--- src/hdl/cbm_pkg.sv ---
// Package: shared types and constants for the cartridge bank mapper.
package cbm_pkg;

    typedef enum logic [1:0] {
        CMD_WRITE = 2'd0,
        CMD_TICK  = 2'd1,
        CMD_RESET = 2'd2,
        CMD_NONE  = 2'd3
    } cmd_t;

    localparam logic [1:0] KIND_PRG    = 2'd0;
    localparam logic [1:0] KIND_CHR    = 2'd1;
    localparam logic [1:0] KIND_STATUS = 2'd2;

    // Job opcodes passed from the front part to the back part
    typedef enum logic [1:0] {
        JOB_STATUS  = 2'd0,
        JOB_BANKSET = 2'd1,
        JOB_REFRESH = 2'd2
    } job_op_t;

    // Snapshot of the state one item needs to produce its updates
    typedef struct packed {
        job_op_t    op;
        logic       do_prg;     // refresh program banks
        logic       do_chr;     // refresh character banks
        logic [7:0] sel;        // command value that picks slots
        logic [7:0] cmd_old;    // command value used inside bank adjust
        logic [3:0] one_code;   // single bank code for a 0x8001 write
        logic [7:0] one_val;
        logic [63:0] banks;     // bank_regs[7:0]
        logic [31:0] outer;     // outer_regs[3:0]
        logic       irq;
        logic [1:0] mir;
    } job_t;

    localparam int JOB_W = $bits(job_t);

endpackage

--- src/hdl/cbm_ram.sv ---
// Generic single-port-write, registered-read RAM used as the job queue.
module cbm_ram #(
    parameter int WIDTH = 8,
    parameter int DEPTH = 4
) (
    input  logic                     aclk,
    input  logic                     we,
    input  logic [$clog2(DEPTH)-1:0] waddr,
    input  logic [WIDTH-1:0]         wdata,
    input  logic [$clog2(DEPTH)-1:0] raddr,
    output logic [WIDTH-1:0]         rdata
);
    logic [WIDTH-1:0] mem [DEPTH];

    always_ff @(posedge aclk) begin
        if (we) begin
            mem[waddr] <= wdata;
        end
        rdata <= mem[raddr];
    end
endmodule

--- src/hdl/cbm_front.sv ---
// Front part: holds mapper state, applies each beat and issues a job.
module cbm_front (
    input  logic           aclk,
    input  logic           aresetn,
    input  logic           four_screen,
    input  logic           in_valid,
    output logic           in_ready,
    input  logic [1:0]     cmd,
    input  logic [15:0]    address,
    input  logic [7:0]     write_data,
    input  logic [8:0]     scanline,
    input  logic           display_on,
    output logic           job_valid,
    input  logic           job_ready,
    output cbm_pkg::job_t  job
);
    logic [7:0] command_reg, command_next;
    logic [7:0] bank_reg [8];
    logic [7:0] bank_next [8];
    logic [7:0] outer_reg [4];
    logic [7:0] outer_next [4];
    logic       mirror_reg, mirror_next;
    logic [7:0] counter_reg, counter_next;
    logic [7:0] latch_reg, latch_next;
    logic       reload_reg, reload_next;
    logic       enable_reg, enable_next;
    logic       pending_reg, pending_next;
    logic [7:0] cnt_tmp;
    cbm_pkg::job_t job_c;
    logic       take;

    assign in_ready  = job_ready;
    assign job_valid = in_valid;
    assign take      = in_valid && job_ready;

    // Next state and job for the item on the input
    always_comb begin
        command_next = command_reg;
        bank_next    = bank_reg;
        outer_next   = outer_reg;
        mirror_next  = mirror_reg;
        counter_next = counter_reg;
        latch_next   = latch_reg;
        reload_next  = reload_reg;
        enable_next  = enable_reg;
        pending_next = pending_reg;
        cnt_tmp      = counter_reg;
        job_c          = '0;
        job_c.op       = cbm_pkg::JOB_STATUS;
        job_c.sel      = command_reg;
        job_c.cmd_old  = command_reg;
        unique case (cbm_pkg::cmd_t'(cmd))
            cbm_pkg::CMD_WRITE: begin
                if (address[15]) begin
                    unique case ({address[14:13], address[0]})
                        3'b000: begin
                            job_c.op     = cbm_pkg::JOB_REFRESH;
                            job_c.sel    = write_data;
                            job_c.do_prg = write_data[6] != command_reg[6];
                            job_c.do_chr = write_data[7] != command_reg[7];
                            command_next = write_data;
                        end
                        3'b001: begin
                            bank_next[command_reg[2:0]] = write_data;
                            job_c.op       = cbm_pkg::JOB_BANKSET;
                            job_c.one_code = {1'b0, command_reg[2:0]};
                            job_c.one_val  = write_data;
                        end
                        3'b010: mirror_next = write_data[0];
                        3'b011: ;
                        3'b100: begin
                            reload_next  = 1'b0;
                            counter_next = write_data;
                        end
                        3'b101: begin
                            reload_next = 1'b0;
                            latch_next  = write_data;
                        end
                        3'b110: begin
                            reload_next  = 1'b0;
                            enable_next  = 1'b0;
                            pending_next = 1'b0;
                        end
                        default: begin
                            reload_next = 1'b0;
                            enable_next = 1'b1;
                        end
                    endcase
                end else if (address[14:13] == 2'b11) begin
                    if (!(outer_reg[3][7] && !outer_reg[3][4])) begin
                        outer_next[address[1:0]] = write_data;
                        job_c.op     = cbm_pkg::JOB_REFRESH;
                        job_c.do_prg = 1'b1;
                        job_c.do_chr = 1'b1;
                    end
                end
            end
            cbm_pkg::CMD_TICK: begin
                if (scanline <= 9'd239 && display_on && enable_reg && !reload_reg) begin
                    if (scanline == 9'd0 && cnt_tmp != 8'd0) begin
                        cnt_tmp = cnt_tmp - 8'd1;
                    end
                    if (cnt_tmp == 8'd0) begin
                        reload_next  = 1'b1;
                        cnt_tmp      = latch_reg;
                        pending_next = 1'b1;
                    end
                    counter_next = cnt_tmp - 8'd1;
                end
            end
            cbm_pkg::CMD_RESET: begin
                command_next = '0;
                bank_next    = '{8'd0, 8'd2, 8'd4, 8'd5, 8'd6, 8'd7, 8'd0, 8'd1};
                outer_next   = '{default: 8'd0};
                mirror_next  = 1'b0;
                counter_next = '0;
                latch_next   = '0;
                reload_next  = 1'b0;
                enable_next  = 1'b0;
                pending_next = 1'b0;
                job_c.op      = cbm_pkg::JOB_REFRESH;
                job_c.do_prg  = 1'b1;
                job_c.do_chr  = 1'b1;
                job_c.sel     = '0;
                job_c.cmd_old = '0;
            end
            default: ;
        endcase
        for (int i = 0; i < 8; i++) begin
            job_c.banks[i*8 +: 8] = bank_next[i];
        end
        for (int i = 0; i < 4; i++) begin
            job_c.outer[i*8 +: 8] = outer_next[i];
        end
        job_c.irq = pending_next;
        job_c.mir = four_screen ? 2'd2 : {1'b0, mirror_next};
    end

    assign job = job_c;

    // State registers
    always_ff @(posedge aclk) begin
        if (!aresetn) begin
            command_reg <= '0;
            bank_reg    <= '{8'd0, 8'd2, 8'd4, 8'd5, 8'd6, 8'd7, 8'd0, 8'd1};
            outer_reg   <= '{default: 8'd0};
            mirror_reg  <= 1'b0;
            counter_reg <= '0;
            latch_reg   <= '0;
            reload_reg  <= 1'b0;
            enable_reg  <= 1'b0;
            pending_reg <= 1'b0;
        end else if (take) begin
            command_reg <= command_next;
            bank_reg    <= bank_next;
            outer_reg   <= outer_next;
            mirror_reg  <= mirror_next;
            counter_reg <= counter_next;
            latch_reg   <= latch_next;
            reload_reg  <= reload_next;
            enable_reg  <= enable_next;
            pending_reg <= pending_next;
        end
    end

`ifndef SYNTHESIS
    a_reload_sets_pending: assert property (@(posedge aclk) disable iff (!aresetn)
        $rose(reload_reg) |-> pending_reg)
        else $error("reload set without pending irq");
    a_hold_no_take: assert property (@(posedge aclk) disable iff (!aresetn)
        !$past(take) |-> $stable(command_reg))
        else $error("command changed without a beat");
    a_ready_follows: assert property (@(posedge aclk) in_ready == job_ready)
        else $error("ready mismatch");
`endif
endmodule

--- src/hdl/cbm_back.sv ---
// Back part: walks a job and emits bank updates, then the status beat.
module cbm_back (
    input  logic          aclk,
    input  logic          aresetn,
    input  logic          job_valid,
    output logic          job_ready,
    input  cbm_pkg::job_t job,
    output logic          m_valid,
    input  logic          m_ready,
    output logic [1:0]    m_kind,
    output logic [2:0]    m_slot,
    output logic [11:0]   m_bank,
    output logic          m_irq_line,
    output logic [1:0]    m_mirroring,
    output logic          m_last
);
    // step 0..3 program, 4..11 character, 12 status
    logic [3:0]  step_reg, step_next;
    logic        emit;
    logic        is_last;
    logic        fire;
    logic [7:0]  o0, o1, o2, o3, cmdo, sel;
    logic [7:0]  bk [8];
    logic [15:0] pa;
    logic [7:0]  pv;
    logic [7:0]  pmask, pbase4;
    logic [3:0]  pbase;
    logic [11:0] pbank;
    logic [3:0]  emask;
    logic [12:0] ca, rel;
    logic [7:0]  cv, cmask, chi, cbank;
    logic [2:0]  cslot;
    logic [3:0]  code;
    logic [1:0]  kind_c;
    logic [2:0]  slot_c;
    logic [11:0] bank_c;

    always_comb begin
        for (int i = 0; i < 8; i++) bk[i] = job.banks[i*8 +: 8];
        o0 = job.outer[7:0];
        o1 = job.outer[15:8];
        o2 = job.outer[23:16];
        o3 = job.outer[31:24];
        cmdo = job.cmd_old;
        sel  = job.sel;
    end

    // Which code to work on at this step and whether it emits
    always_comb begin
        code = step_reg;
        emit = 1'b1;
        unique case (job.op)
            cbm_pkg::JOB_BANKSET: begin
                priority if (step_reg == 4'd12) begin
                    code = 4'd12;
                end else if (job.one_code == 4'd6 || job.one_code == 4'd7) begin
                    code = (job.one_code == 4'd6) ? 4'd0 : 4'd2;
                    emit = step_reg == 4'd0;
                end else if (job.one_code <= 4'd1) begin
                    code = 4'd4 + {1'b0, job.one_code[1:0], 1'b0} + {3'd0, step_reg[0]};
                    emit = step_reg <= 4'd1;
                end else begin
                    code = job.one_code + 4'd6;
                    emit = step_reg == 4'd0;
                end
            end
            cbm_pkg::JOB_REFRESH: begin
                emit = (step_reg == 4'd12) || (step_reg < 4'd4 ? job.do_prg : job.do_chr);
            end
            default: begin
                // status only: nothing before the last step
                code = 4'd12;
                emit = step_reg == 4'd12;
            end
        endcase
    end

    // Program bank placement
    always_comb begin
        pa = 16'h8000;
        pv = 8'hFF;
        unique case (code[1:0])
            2'd0: begin
                pa = sel[6] ? 16'hC000 : 16'h8000;
                pv = bk[6];
            end
            2'd1: begin
                pa = sel[6] ? 16'h8000 : 16'hC000;
                pv = 8'hFE;
            end
            2'd2: begin
                pa = 16'hA000;
                pv = bk[7];
            end
            default: begin
                pa = 16'hE000;
                pv = 8'hFF;
            end
        endcase
        if (job.op == cbm_pkg::JOB_BANKSET) begin
            pv = job.one_val;
            if (code[1:0] == 2'd0) pa = cmdo[6] ? 16'hC000 : 16'h8000;
        end
        pmask = ((8'h3F | (o1 & 8'h40) | ((o1 & 8'h20) << 2)) ^ ((o0 & 8'h40) >> 2))
                ^ ((o1 & 8'h80) >> 2);
        pbase4 = (o0 & 8'h07) | ((o1 & 8'h10) >> 1) | ((o1 & 8'h0C) << 2)
                 | ((o0 & 8'h30) << 2);
        pbase = 4'(pbase4 >> 4);
        if (o3[6] && pv >= 8'hFE && !cmdo[6] && pa[14]) pv = 8'h00;
        emask = o1[1] ? {o3[3:2], pa[14], 1'b0} : {o3[3:1], 1'b0};
        if (!o3[4]) begin
            pbank = ({pbase, pbase4[3:0], 4'h0} & ~{4'h0, pmask}) | {4'h0, pv & pmask};
        end else begin
            pbank = ({pbase, pbase4[3:0], 4'h0} & ~{4'h0, pmask & 8'hF0})
                    | {4'h0, pv & pmask & 8'hF0} | {8'h0, emask} | {11'h0, pa[13]};
        end
    end

    // Character bank placement
    always_comb begin
        cslot = code[2:0] - 3'd4;
        ca    = {cslot, 10'h000} ^ {sel[7], 12'h000};
        if (job.op == cbm_pkg::JOB_BANKSET) ca = {cslot, 10'h000} ^ {cmdo[7], 12'h000};
        unique case (cslot)
            3'd0: cv = bk[0] & 8'hFE;
            3'd1: cv = bk[0] | 8'h01;
            3'd2: cv = bk[1] & 8'hFE;
            3'd3: cv = bk[1] | 8'h01;
            3'd4: cv = bk[2];
            3'd5: cv = bk[3];
            3'd6: cv = bk[4];
            default: cv = bk[5];
        endcase
        cslot = ca[12:10];
        rel   = ca ^ {cmdo[7], 12'h000};
        cmask = 8'hFF ^ (o0 & 8'h80);
        chi   = ((o0 & 8'h08) << 4) & ~cmask;
        if (o3[4]) begin
            if (o3[6] && (rel == 13'h400 || rel == 13'hC00)) cv = cv & 8'h7F;
            cbank = (cv & 8'h80 & cmask) | chi | ({o2[3:0], 3'b000} & 8'h7F) | {5'd0, cslot};
        end else begin
            if (o3[6]) begin
                priority if (rel == 13'h000) cv = bk[0];
                else if (rel == 13'h800) cv = bk[1];
                else if (rel == 13'h400 || rel == 13'hC00) cv = 8'h00;
                else cv = cv;
            end
            cbank = (cv & cmask) | chi;
        end
    end

    always_comb begin
        priority if (code == 4'd12) begin
            kind_c = cbm_pkg::KIND_STATUS;
            slot_c = '0;
            bank_c = '0;
        end else if (code < 4'd4) begin
            kind_c = cbm_pkg::KIND_PRG;
            slot_c = {1'b0, pa[14:13]};
            bank_c = pbank;
        end else begin
            kind_c = cbm_pkg::KIND_CHR;
            slot_c = cslot;
            bank_c = {4'h0, cbank};
        end
    end

    // Output register: loads when empty or being drained
    assign is_last   = step_reg == 4'd12;
    assign fire      = job_valid && (!m_valid || m_ready);
    assign job_ready = fire && is_last;

    always_comb begin
        step_next = step_reg;
        if (fire) step_next = is_last ? 4'd0 : step_reg + 4'd1;
    end

    always_ff @(posedge aclk) begin
        if (!aresetn) begin
            step_reg <= '0;
            m_valid  <= 1'b0;
        end else begin
            step_reg <= step_next;
            if (fire) m_valid <= emit;
            else if (m_ready) m_valid <= 1'b0;
        end
    end

    always_ff @(posedge aclk) begin
        if (fire && emit) begin
            m_kind      <= kind_c;
            m_slot      <= slot_c;
            m_bank      <= bank_c;
            m_irq_line  <= is_last ? job.irq : 1'b0;
            m_mirroring <= is_last ? job.mir : 2'd0;
            m_last      <= is_last;
        end
    end

`ifndef SYNTHESIS
    a_step_range: assert property (@(posedge aclk) disable iff (!aresetn)
        step_reg <= 4'd12)
        else $error("step out of range");
    a_last_status: assert property (@(posedge aclk) disable iff (!aresetn)
        (m_valid && m_last) |-> m_kind == cbm_pkg::KIND_STATUS)
        else $error("last beat is not status");
    a_step_wrap: assert property (@(posedge aclk) disable iff (!aresetn)
        job_ready |=> step_reg == 4'd0)
        else $error("step did not wrap");
`endif
endmodule

--- src/hdl/cartridge_bank_mapper_irq.sv ---
// Top level of the cartridge bank mapper with scanline interrupt.
// Use: s_ channel carries one item (CPU write, scanline tick or mapper
// reset) per beat; m_ channel returns the program and character bank
// updates it causes, in code order, then one status beat with m_last set.
// The front part applies the item to the mapper state in the accept
// cycle and places a state snapshot in a two-entry job queue; the back
// part walks the snapshot, one step per cycle while the output is not
// stalled, over thirteen steps (four program, eight character, one
// status), emitting nothing on steps with no update. The back part's step
// walk sets the item rate; the front part accepts further items while the queue has room.
// The first result beat passes through the queue's registered read and the output register.
// four_screen is written through cfg_we/cfg_data; only while idle, a rule the block does not enforce.
// Reset: synchronous, active-low aresetn returns all mapper state to the
// power-on values and empties queue and output register.
// Stall: when m_ready is low the output register holds; the back part
// stops, the queue fills, then s_ready drops.
module cartridge_bank_mapper_irq (
    input  logic        aclk,
    input  logic        aresetn,
    input  logic        cfg_we,
    input  logic        cfg_data,
    input  logic        s_valid,
    output logic        s_ready,
    input  logic [1:0]  s_cmd,
    input  logic [15:0] s_address,
    input  logic [7:0]  s_write_data,
    input  logic [8:0]  s_scanline,
    input  logic        s_display_on,
    output logic        m_valid,
    input  logic        m_ready,
    output logic [1:0]  m_kind,
    output logic [2:0]  m_slot,
    output logic [11:0] m_bank,
    output logic        m_irq_line,
    output logic [1:0]  m_mirroring,
    output logic        m_last
);
    logic          four_screen_reg;
    logic          fq_valid, fq_ready;
    cbm_pkg::job_t fq_job;
    // two-entry queue
    logic [1:0]    q_valid_reg;
    logic          q_head_reg, q_tail_reg;
    logic          q_push, q_pop;
    logic          q_rd_addr;
    logic          q_rd_ok_reg;
    logic [cbm_pkg::JOB_W-1:0] q_rdata;
    logic          b_valid;
    logic          b_ready;

    always_ff @(posedge aclk) begin
        if (!aresetn) four_screen_reg <= 1'b0;
        else if (cfg_we) four_screen_reg <= cfg_data;
    end

    cbm_front u_front (
        .aclk, .aresetn,
        .four_screen(four_screen_reg),
        .in_valid(s_valid), .in_ready(s_ready),
        .cmd(s_cmd), .address(s_address), .write_data(s_write_data),
        .scanline(s_scanline), .display_on(s_display_on),
        .job_valid(fq_valid), .job_ready(fq_ready), .job(fq_job)
    );

    // Job queue
    assign fq_ready = !q_valid_reg[q_tail_reg];
    assign q_push   = fq_valid && fq_ready;
    assign q_pop    = b_ready;

    always_ff @(posedge aclk) begin
        if (!aresetn) begin
            q_valid_reg <= '0;
            q_head_reg  <= 1'b0;
            q_tail_reg  <= 1'b0;
        end else begin
            if (q_push) begin
                q_valid_reg[q_tail_reg] <= 1'b1;
                q_tail_reg <= !q_tail_reg;
            end
            if (q_pop) begin
                q_valid_reg[q_head_reg] <= 1'b0;
                q_head_reg <= !q_head_reg;
            end
        end
    end

    // Read the entry that is head after this edge; data is good if it was written before
    assign q_rd_addr = q_pop ? !q_head_reg : q_head_reg;

    always_ff @(posedge aclk) begin
        if (!aresetn) q_rd_ok_reg <= 1'b0;
        else q_rd_ok_reg <= q_valid_reg[q_rd_addr];
    end

    cbm_ram #(
        .WIDTH(cbm_pkg::JOB_W),
        .DEPTH(2)
    ) u_queue (
        .aclk,
        .we(q_push),
        .waddr(q_tail_reg),
        .wdata(fq_job),
        .raddr(q_rd_addr),
        .rdata(q_rdata)
    );

    assign b_valid = q_valid_reg[q_head_reg] && q_rd_ok_reg;

    cbm_back u_back (
        .aclk, .aresetn,
        .job_valid(b_valid), .job_ready(b_ready),
        .job(cbm_pkg::job_t'(q_rdata)),
        .m_valid, .m_ready, .m_kind, .m_slot, .m_bank,
        .m_irq_line, .m_mirroring, .m_last
    );

`ifndef SYNTHESIS
    a_no_pop_empty: assert property (@(posedge aclk) disable iff (!aresetn)
        q_pop |-> q_valid_reg[q_head_reg])
        else $error("pop from empty queue");
    a_no_push_full: assert property (@(posedge aclk) disable iff (!aresetn)
        q_push |-> !q_valid_reg[q_tail_reg])
        else $error("push into full queue");
    a_hold: assert property (@(posedge aclk) disable iff (!aresetn)
        (m_valid && !m_ready) |=> m_valid && $stable(m_bank))
        else $error("output dropped under stall");
`endif
endmodule
--- config.mk ---
export PLATFORM = sky130hd
export DESIGN_NAME = cartridge_bank_mapper_irq
export DESIGN_NICKNAME = d
export VERILOG_FILES = /design/src/hdl/cbm_pkg.sv /design/src/hdl/cbm_ram.sv /design/src/hdl/cbm_front.sv /design/src/hdl/cbm_back.sv /design/src/hdl/cartridge_bank_mapper_irq.sv
export SDC_FILE = /design/constraint.sdc
export NUM_CORES = 1
export LEC_CHECK = 0
export ABC_AREA = 1
export BUFFER_PORTS_ARGS = -buffer_cell sky130_fd_sc_hd__buf_2
export CAP_MARGIN = 0
export CORE_UTILIZATION = 60
export DETAILED_ROUTE_END_ITERATION = 10
export PLACE_DENSITY = 0.77
export SLEW_MARGIN = 40
export SYNTH_ARGS = -nofsm -noshare
export SYNTH_HDL_FRONTEND = slang
export SYNTH_SLANG_ARGS = --single-unit
--- constraint.sdc ---
create_clock -name aclk -period 6.92 [get_ports aclk]
set_clock_uncertainty 0.1 [all_clocks]
set_input_delay 0.346 -clock aclk [delete_from_list [all_inputs] [get_ports aclk]]
set_output_delay 0.346 -clock aclk [all_outputs]
set_load 0.02 [all_outputs]
# == Word-level counts from Yosys, hierarchy flattened ==
# Memories as Yosys holds them, arrays and structs flattened. A register that Yosys moved wholly into a read port is not among the register bits.
# Cells that the tools add are included.
# classes
n_reduce_logical,50
n_eq_ne,36
addsub,7
n_mux,110
n_lt_le_gt_ge,15
bitwise,33
# op_table
op,count
8-bit 2-to-1 mux,28
64-bit 2-to-1 mux,2
64-bit case mux with 2 select lines,1
32-bit 2-to-1 mux,3
15-bit 2-to-1 mux,5
64-bit bitwise mux,1
32-bit case mux with 2 select lines,1
8-bit case mux with 7 select lines,1
8-bit case mux with 3 select lines,2
15-bit case mux with 3 select lines,1
13-bit bitwise XOR,3
12-bit 2-to-1 mux,3
8-bit AND,4
32-bit bitwise mux,1
8-bit case mux with 2 select lines,2
1-bit 2-to-1 mux,29
4-bit 2-to-1 mux,7
13-bit by 12-bit == test with 1-bit output (second input constant),2
12-bit AND,2
8-bit demux with 3-bit select,1
8-bit inverter with 12-bit output,2
12-bit by 8-bit OR with 12-bit output,2
8-bit OR,3
12-bit case mux with 2 select lines,1
71 further kinds,144
# word_totals
ff_bits,156
n_memories,1
in_bits,42
mem_bits_rw,262
word_cells,286
# mem_list
name,words,width,read_ports,rd_ports_with_merged_regs,wr,line_no,text
u_queue.mem,2,131,1,1,1,cbm_ram.sv:13,logic [WIDTH-1:0] mem [DEPTH];

# == Depth between registers and ports, before layout ==
# logic_depth
ltp_word,21
mapped_depth,20

# == Hierarchy ==
# From an unflattened synthesis, not the netlist that was laid out.
# hier_totals
cells_unflattened,2381
hier_area_um2,22285.1
# by_module_without_submodules
mod,cells_each,instances,seq_area_each_um2,area_each_um2
cbm_ram,820,1,10490.1,12199.2
cbm_front,1091,1,2482.4,7085.5
cbm_back,434,1,730.7,2727.6
cartridge_bank_mapper_irq,36,1,120.1,272.8

# == Worst setup path before layout ==
# Ideal clock, no wire load.
# synth_path
path_kind,flip-flop to flip-flop
start,register q_tail_reg
end,"memory u_queue.mem[0][0] (netlist bit), enable pin"
arrival_time_ns,5.176
slack_ns,1.061
setup_ns,0.583
period_less_slack_ns,5.859
stages_incl_launch_ff,3
path_cell_list,dfxtp_1 > or2_1 > nor2_1
# synth_via
elab_chain_len,6
# synth_lines
element,line_no,text
"start, declared",cartridge_bank_mapper_irq.sv:43,"logic q_head_reg, q_tail_reg;"
"start signal, assigned",cartridge_bank_mapper_irq.sv:78,q_tail_reg <= !q_tail_reg;
1-bit 2-to-1 mux (implied by the code) (2 in a row),cartridge_bank_mapper_irq.sv:66,assign fq_ready = !q_valid_reg[q_tail_reg];
1-bit zero test,cartridge_bank_mapper_irq.sv:66,
1-bit logical AND,cartridge_bank_mapper_irq.sv:67,assign q_push = fq_valid && fq_ready;
1-bit 2-to-1 mux,cbm_ram.sv:16,if (we) begin
1-bit 2-to-1 mux (implied by the code),cbm_ram.sv:17,mem[waddr] <= wdata;
"end, declared",cbm_ram.sv:13,
# Several ways; a longest one is shown, not always the timed one. The select of a mux whose other input is x is not followed.

# == Worst setup path in the final report ==
# layout_path
start,register u_back.step_reg[0]
end,register u_back.m_bank[4] (data pin)
# layout_via
elab_chain_len,20
word_cells_on_any_way,54
classes_between,add/sub: 2; order compare: 2; eq/ne: 13; mux: 20; bitwise: 10; reduce/logical: 7
# layout_lines
element,line_no,text
"start, declared",cbm_back.sv:18,"logic [3:0] step_reg, step_next;"
"start signal, assigned",cbm_back.sv:183,step_reg <= step_next;
4-bit by 1-bit adder with 4-bit output,cbm_back.sv:60,"code = 4'd4 + {1'b0, job.one_code[1:0], 1'b0} + {3'd0, step_reg[0]};"
4-bit 2-to-1 mux,cbm_back.sv:59,end else if (job.one_code <= 4'd1) begin
4-bit 2-to-1 mux,cbm_back.sv:56,end else if (job.one_code == 4'd6 || job.one_code == 4'd7) begin
4-bit 2-to-1 mux,cbm_back.sv:54,priority if (step_reg == 4'd12) begin
4-bit case mux with 2 select lines *,cbm_back.sv:52,unique case (job.op)
3-bit subtractor,cbm_back.sv:121,cslot = code[2:0] - 3'd4;
13-bit bitwise XOR (on tied branches),"cbm_back.sv:122, cbm_back.sv:123",
13-bit 2-to-1 mux,cbm_back.sv:123,"if (job.op == cbm_pkg::JOB_BANKSET) ca = {cslot, 10'h000} ^ {cmdo[7], 12'h000};"
[4 not listed],-,
8-bit 2-to-1 mux,cbm_back.sv:144,else if (rel == 13'h800) cv = bk[1];
8-bit 2-to-1 mux,cbm_back.sv:143,priority if (rel == 13'h000) cv = bk[0];
8-bit 2-to-1 mux,cbm_back.sv:142,if (o3[6]) begin
8-bit 2-to-1 mux,cbm_back.sv:138,if (o3[4]) begin
8-bit AND,cbm_back.sv:148,cbank = (cv & cmask) | chi;
8-bit OR,cbm_back.sv:148,
8-bit 2-to-1 mux,cbm_back.sv:138,
8-bit 2-to-1 mux,cbm_back.sv:157,end else if (code < 4'd4) begin
"end signal, assigned",cbm_back.sv:193,m_bank <= bank_c;
"end, declared",cbm_back.sv:12,"output logic [11:0] m_bank,"
# Every way passes the cells marked *; elsewhere a longest branch is shown, timed or not. The select of a mux whose other input is x is not followed.
# A chain may end at the register's enable or synchronous reset.

==> flow_summary.toml <==
[timing]
slew_headroom_pct = 40.97
hold_viol = 0
worst_pin_slew_ns = 0.8845
setup_viol = 0
period_minus_slack_ns = 3.771
tns_ns = 0
final.period_utilization_pct = 54.49
timing.fmax_mhz = 265.2
rsz0062_at_grt = "false"
slew_viol_final = 0
hold_ws_ns = 0.04712

[place]
place_inst = 2529
io_buffers = 53
hpwl_mm = 29.83
place_congestion = 0.9156
place_area_mm2 = 0.02008

[cells_and_area]
area_growth_syn_to_layout_pct = 10.87
instances_no_fill = 2619
antenna_cells = 0
drive_gt1_share_pct = 8.841
nets = 2235
fin_area_mm2 = 0.02159
finish.utilization_pct = 68.06
largest_reg_flops = 220

[drt]
ant_nets = 0
detail_route.vias_per_cell = 5.664
drtPass1Iterations = 6
drt_iter0_drc = 1451
vias = 14835
finalWirelength_mm = 47.82
wl_per_cell_um = 18.26
drc = 0

[grt]
grt-ovfl-total = 0
grt_max_degree = 98
grt_pass1_wl_mm = 74.33
first_global_vias = 13998
grtUsageTotal_pct = 28.86
antenna_found_initial = 0

[cts]
worstSkewPairLatency_ns = 0.56
clkTransAtPathRegs_ns = 0.06
cts.path.max_buffers = 3
cts_tree = "yes"
h-tree-depth = 2
clock_sinks = 476
clock-root-buffer = "clkbuf_16"
cts_buffers = 46
cts_setup_buffers = 0

[power]
p_per_area_mw_per_mm2 = 303.9
p_leak_nw = 9.513
p_comb_share_pct = 13.2
p_sw_share_pct = 26.52
irDropWorstVdd_mv = 0.1941
power_switching_w = 0.001740
p_clk_share_pct = 36.4
power.internal_w = 0.004821
p_seq_share_pct = 50.5

[floorplan]
io_pins = 65
coreArea_mm2 = 0.03172
fp.dieW_um = 182.2
initial_utilization_pct = 61.39
dieArea_mm2 = 0.03318
row_count = 65
die_y_um = 182.2

[setup_path]
cp.arrival_ns = 3.96
cp-end-kind = "flip-flop"
path_cells = "inv_1 > ha_1 > nand3_2 > nand2_1 > o22ai_2 > nand2_1 > nand2_1 > nor2_1 > o21ai_0 > inv_1 > nor2_1 > nand2_2 > nand2_1 > nand2_1 > nand2_1 > nor2_1"
startpoint_type = "flip-flop"
path_class = "reg2reg"
critPathMostFrequentCell = "nand2_1"
cp_slowest_cell = "nand2_1"
worstPathMaxFanout = 11
crit_path_max_incr_delay_ns = 0.46
required_ns = 7.11
reg2reg_depth = 16

[synth]
syn-mean-instance-area_um2 = 9.108
ys_seq_elements = 476
seq_area_frac_synth_pct = 61.32
ys.flop_type = "edfxtp_1"
synth_cell_types = 54
synth_nets = 2193
netlist_instances = 2138
netlist_area_mm2 = 0.01947
synthArstFlopShare_pct = 0
synth_edf_count = 241
yosysWarningCount = 0

[flow_run]
maxCapViolCount = 0

[outcome]
outcome = "finished, final reports clean"

[hold_path]
hp-class = "in2reg"
whs_path_depth = 3
-- synth_stat cells (all sizes together), types with 3 or more instances --
| cell | n | area [um2] |
|---|---|---|
| nand2 | 622 | 2414 |
| inv | 287 | 1080 |
| edfxtp | 241 | 7237 |
| dfxtp | 235 | 4705 |
| o21ai | 157 | 785.8 |
| a21oi | 144 | 735.7 |
| nor2 | 124 | 548.0 |
| nand3 | 74 | 402.9 |
| o22ai | 70 | 444.2 |
| clkbuf | 60 | 227.7 |
| buf | 16 | 76.33 |
| ha | 13 | 162.7 |
| a211oi | 12 | 90.09 |
| nand4 | 12 | 75.07 |
| clkinv | 9 | 33.78 |
| o211ai | 9 | 67.56 |
| or2 | 9 | 56.31 |
| a21boi | 7 | 52.55 |
| nor3 | 7 | 40.04 |
| nand3b | 5 | 37.54 |
| o31ai | 5 | 37.54 |
| a31oi | 4 | 25.02 |
| xor2 | 4 | 35.03 |
| xnor2 | 3 | 26.28 |
-- critical path, delay by kind of cell (launching register included) --
kind,cells,cell delay [ns]
AND/OR/NAND/NOR,11,1.79
AO/OA/AOI/OAI,2,0.65
flip-flops,1,0.44
buffers and inverters,2,0.27
adder cells (fa/ha/maj),1,0.26
-- power groups by stage --
| stage | clock network (W) | registers, W | logic, W |
|---|---|---|---|
| floorplan | 0 | 0.00335 | 0.000615 |
| finish | 0.00239 | 0.00331 | 0.000865 |
| global route | 0.00252 | 0.00333 | 0.000961 |
| CTS | 0.00240 | 0.00331 | 0.000847 |
| detailed placement | 0 | 0.00337 | 0.000835 |
| global placement | 0 | 0.00336 | 0.000800 |
-- layer usage --
metal	share of wire [%]	global-route usage, %
met5	0	0
met4	3.4	10.76
met3	8.1	4.111
met2	47	48.26
met1	41	38.36
-- cell type report --
| class | instances | area, um2 |
|---|---|---|
| Sequential cell | 476 | 11940 |
| Fill cell | 2420 | 10130 |
| Multi-Input combinational cell | 1290 | 6158 |
| Clock buffer | 63 | 1245 |
| Inverter | 296 | 1120 |
| Tap cell | 402 | 503.0 |
| Timing Repair Buffer | 70 | 440.4 |
| Clock inverter | 22 | 180.2 |
-- metrics by stage --
stage	power [W]	setup WS, ns
6_report	0.006561	3.149
5_1_grt	0.006806	2.872
4_1_cts	0.006553	3.226
3_5_place_dp	0.004204	3.257
3_3_place_gp	0.004161	3.126
2_1_floorplan	0.003968	1.061
-- path summary, 6_finish.rpt --
kind	slack [ns]	startpoint	endpoint
min	0.05	s_write_data[3]	u_front.counter_reg[3]
max reg2reg	3.15	u_back.step_reg[0]	u_back.m_bank[4]
min reg2reg	0.32	u_queue.mem[0][75]	u_queue.rdata[75]
max	3.15	u_back.step_reg[0]	u_back.m_bank[4]
-- cells by family after synthesis --
| kind of cell | Yosys count | share of synthesized area, % |
|---|---|---|
| adder cells (fa/ha/maj) | 13 | 0.8353 |
| buffers and inverters | 372 | 7.280 |
| AO/OA/AOI/OAI | 416 | 11.84 |
| multiplexers | 1 | 0.05141 |
| XOR/XNOR | 7 | 0.3149 |
| AND/OR/NAND/NOR | 853 | 18.35 |
| flip-flops | 476 | 61.32 |
-- what timing repair did --
item,in CTS,in global routing
hold buffers,3,0
endpoints found under the hold margin,2,0
gates resized for setup,0,0
-- placed cells by master (no fill, tap or decap), types with 15 or more instances in the layout --
master	n
a21oi_1	142
buf_2	53
clkbuf_16	46
clkinv_1	15
dfxtp_1	235
edfxtp_1	241
inv_1	282
nand2_1	597
nand2_2	20
nand3_1	69
nor2_1	108
o21ai_0	150
o22ai_1	69
Note: power is estimated with default switching activity, not from simulation.
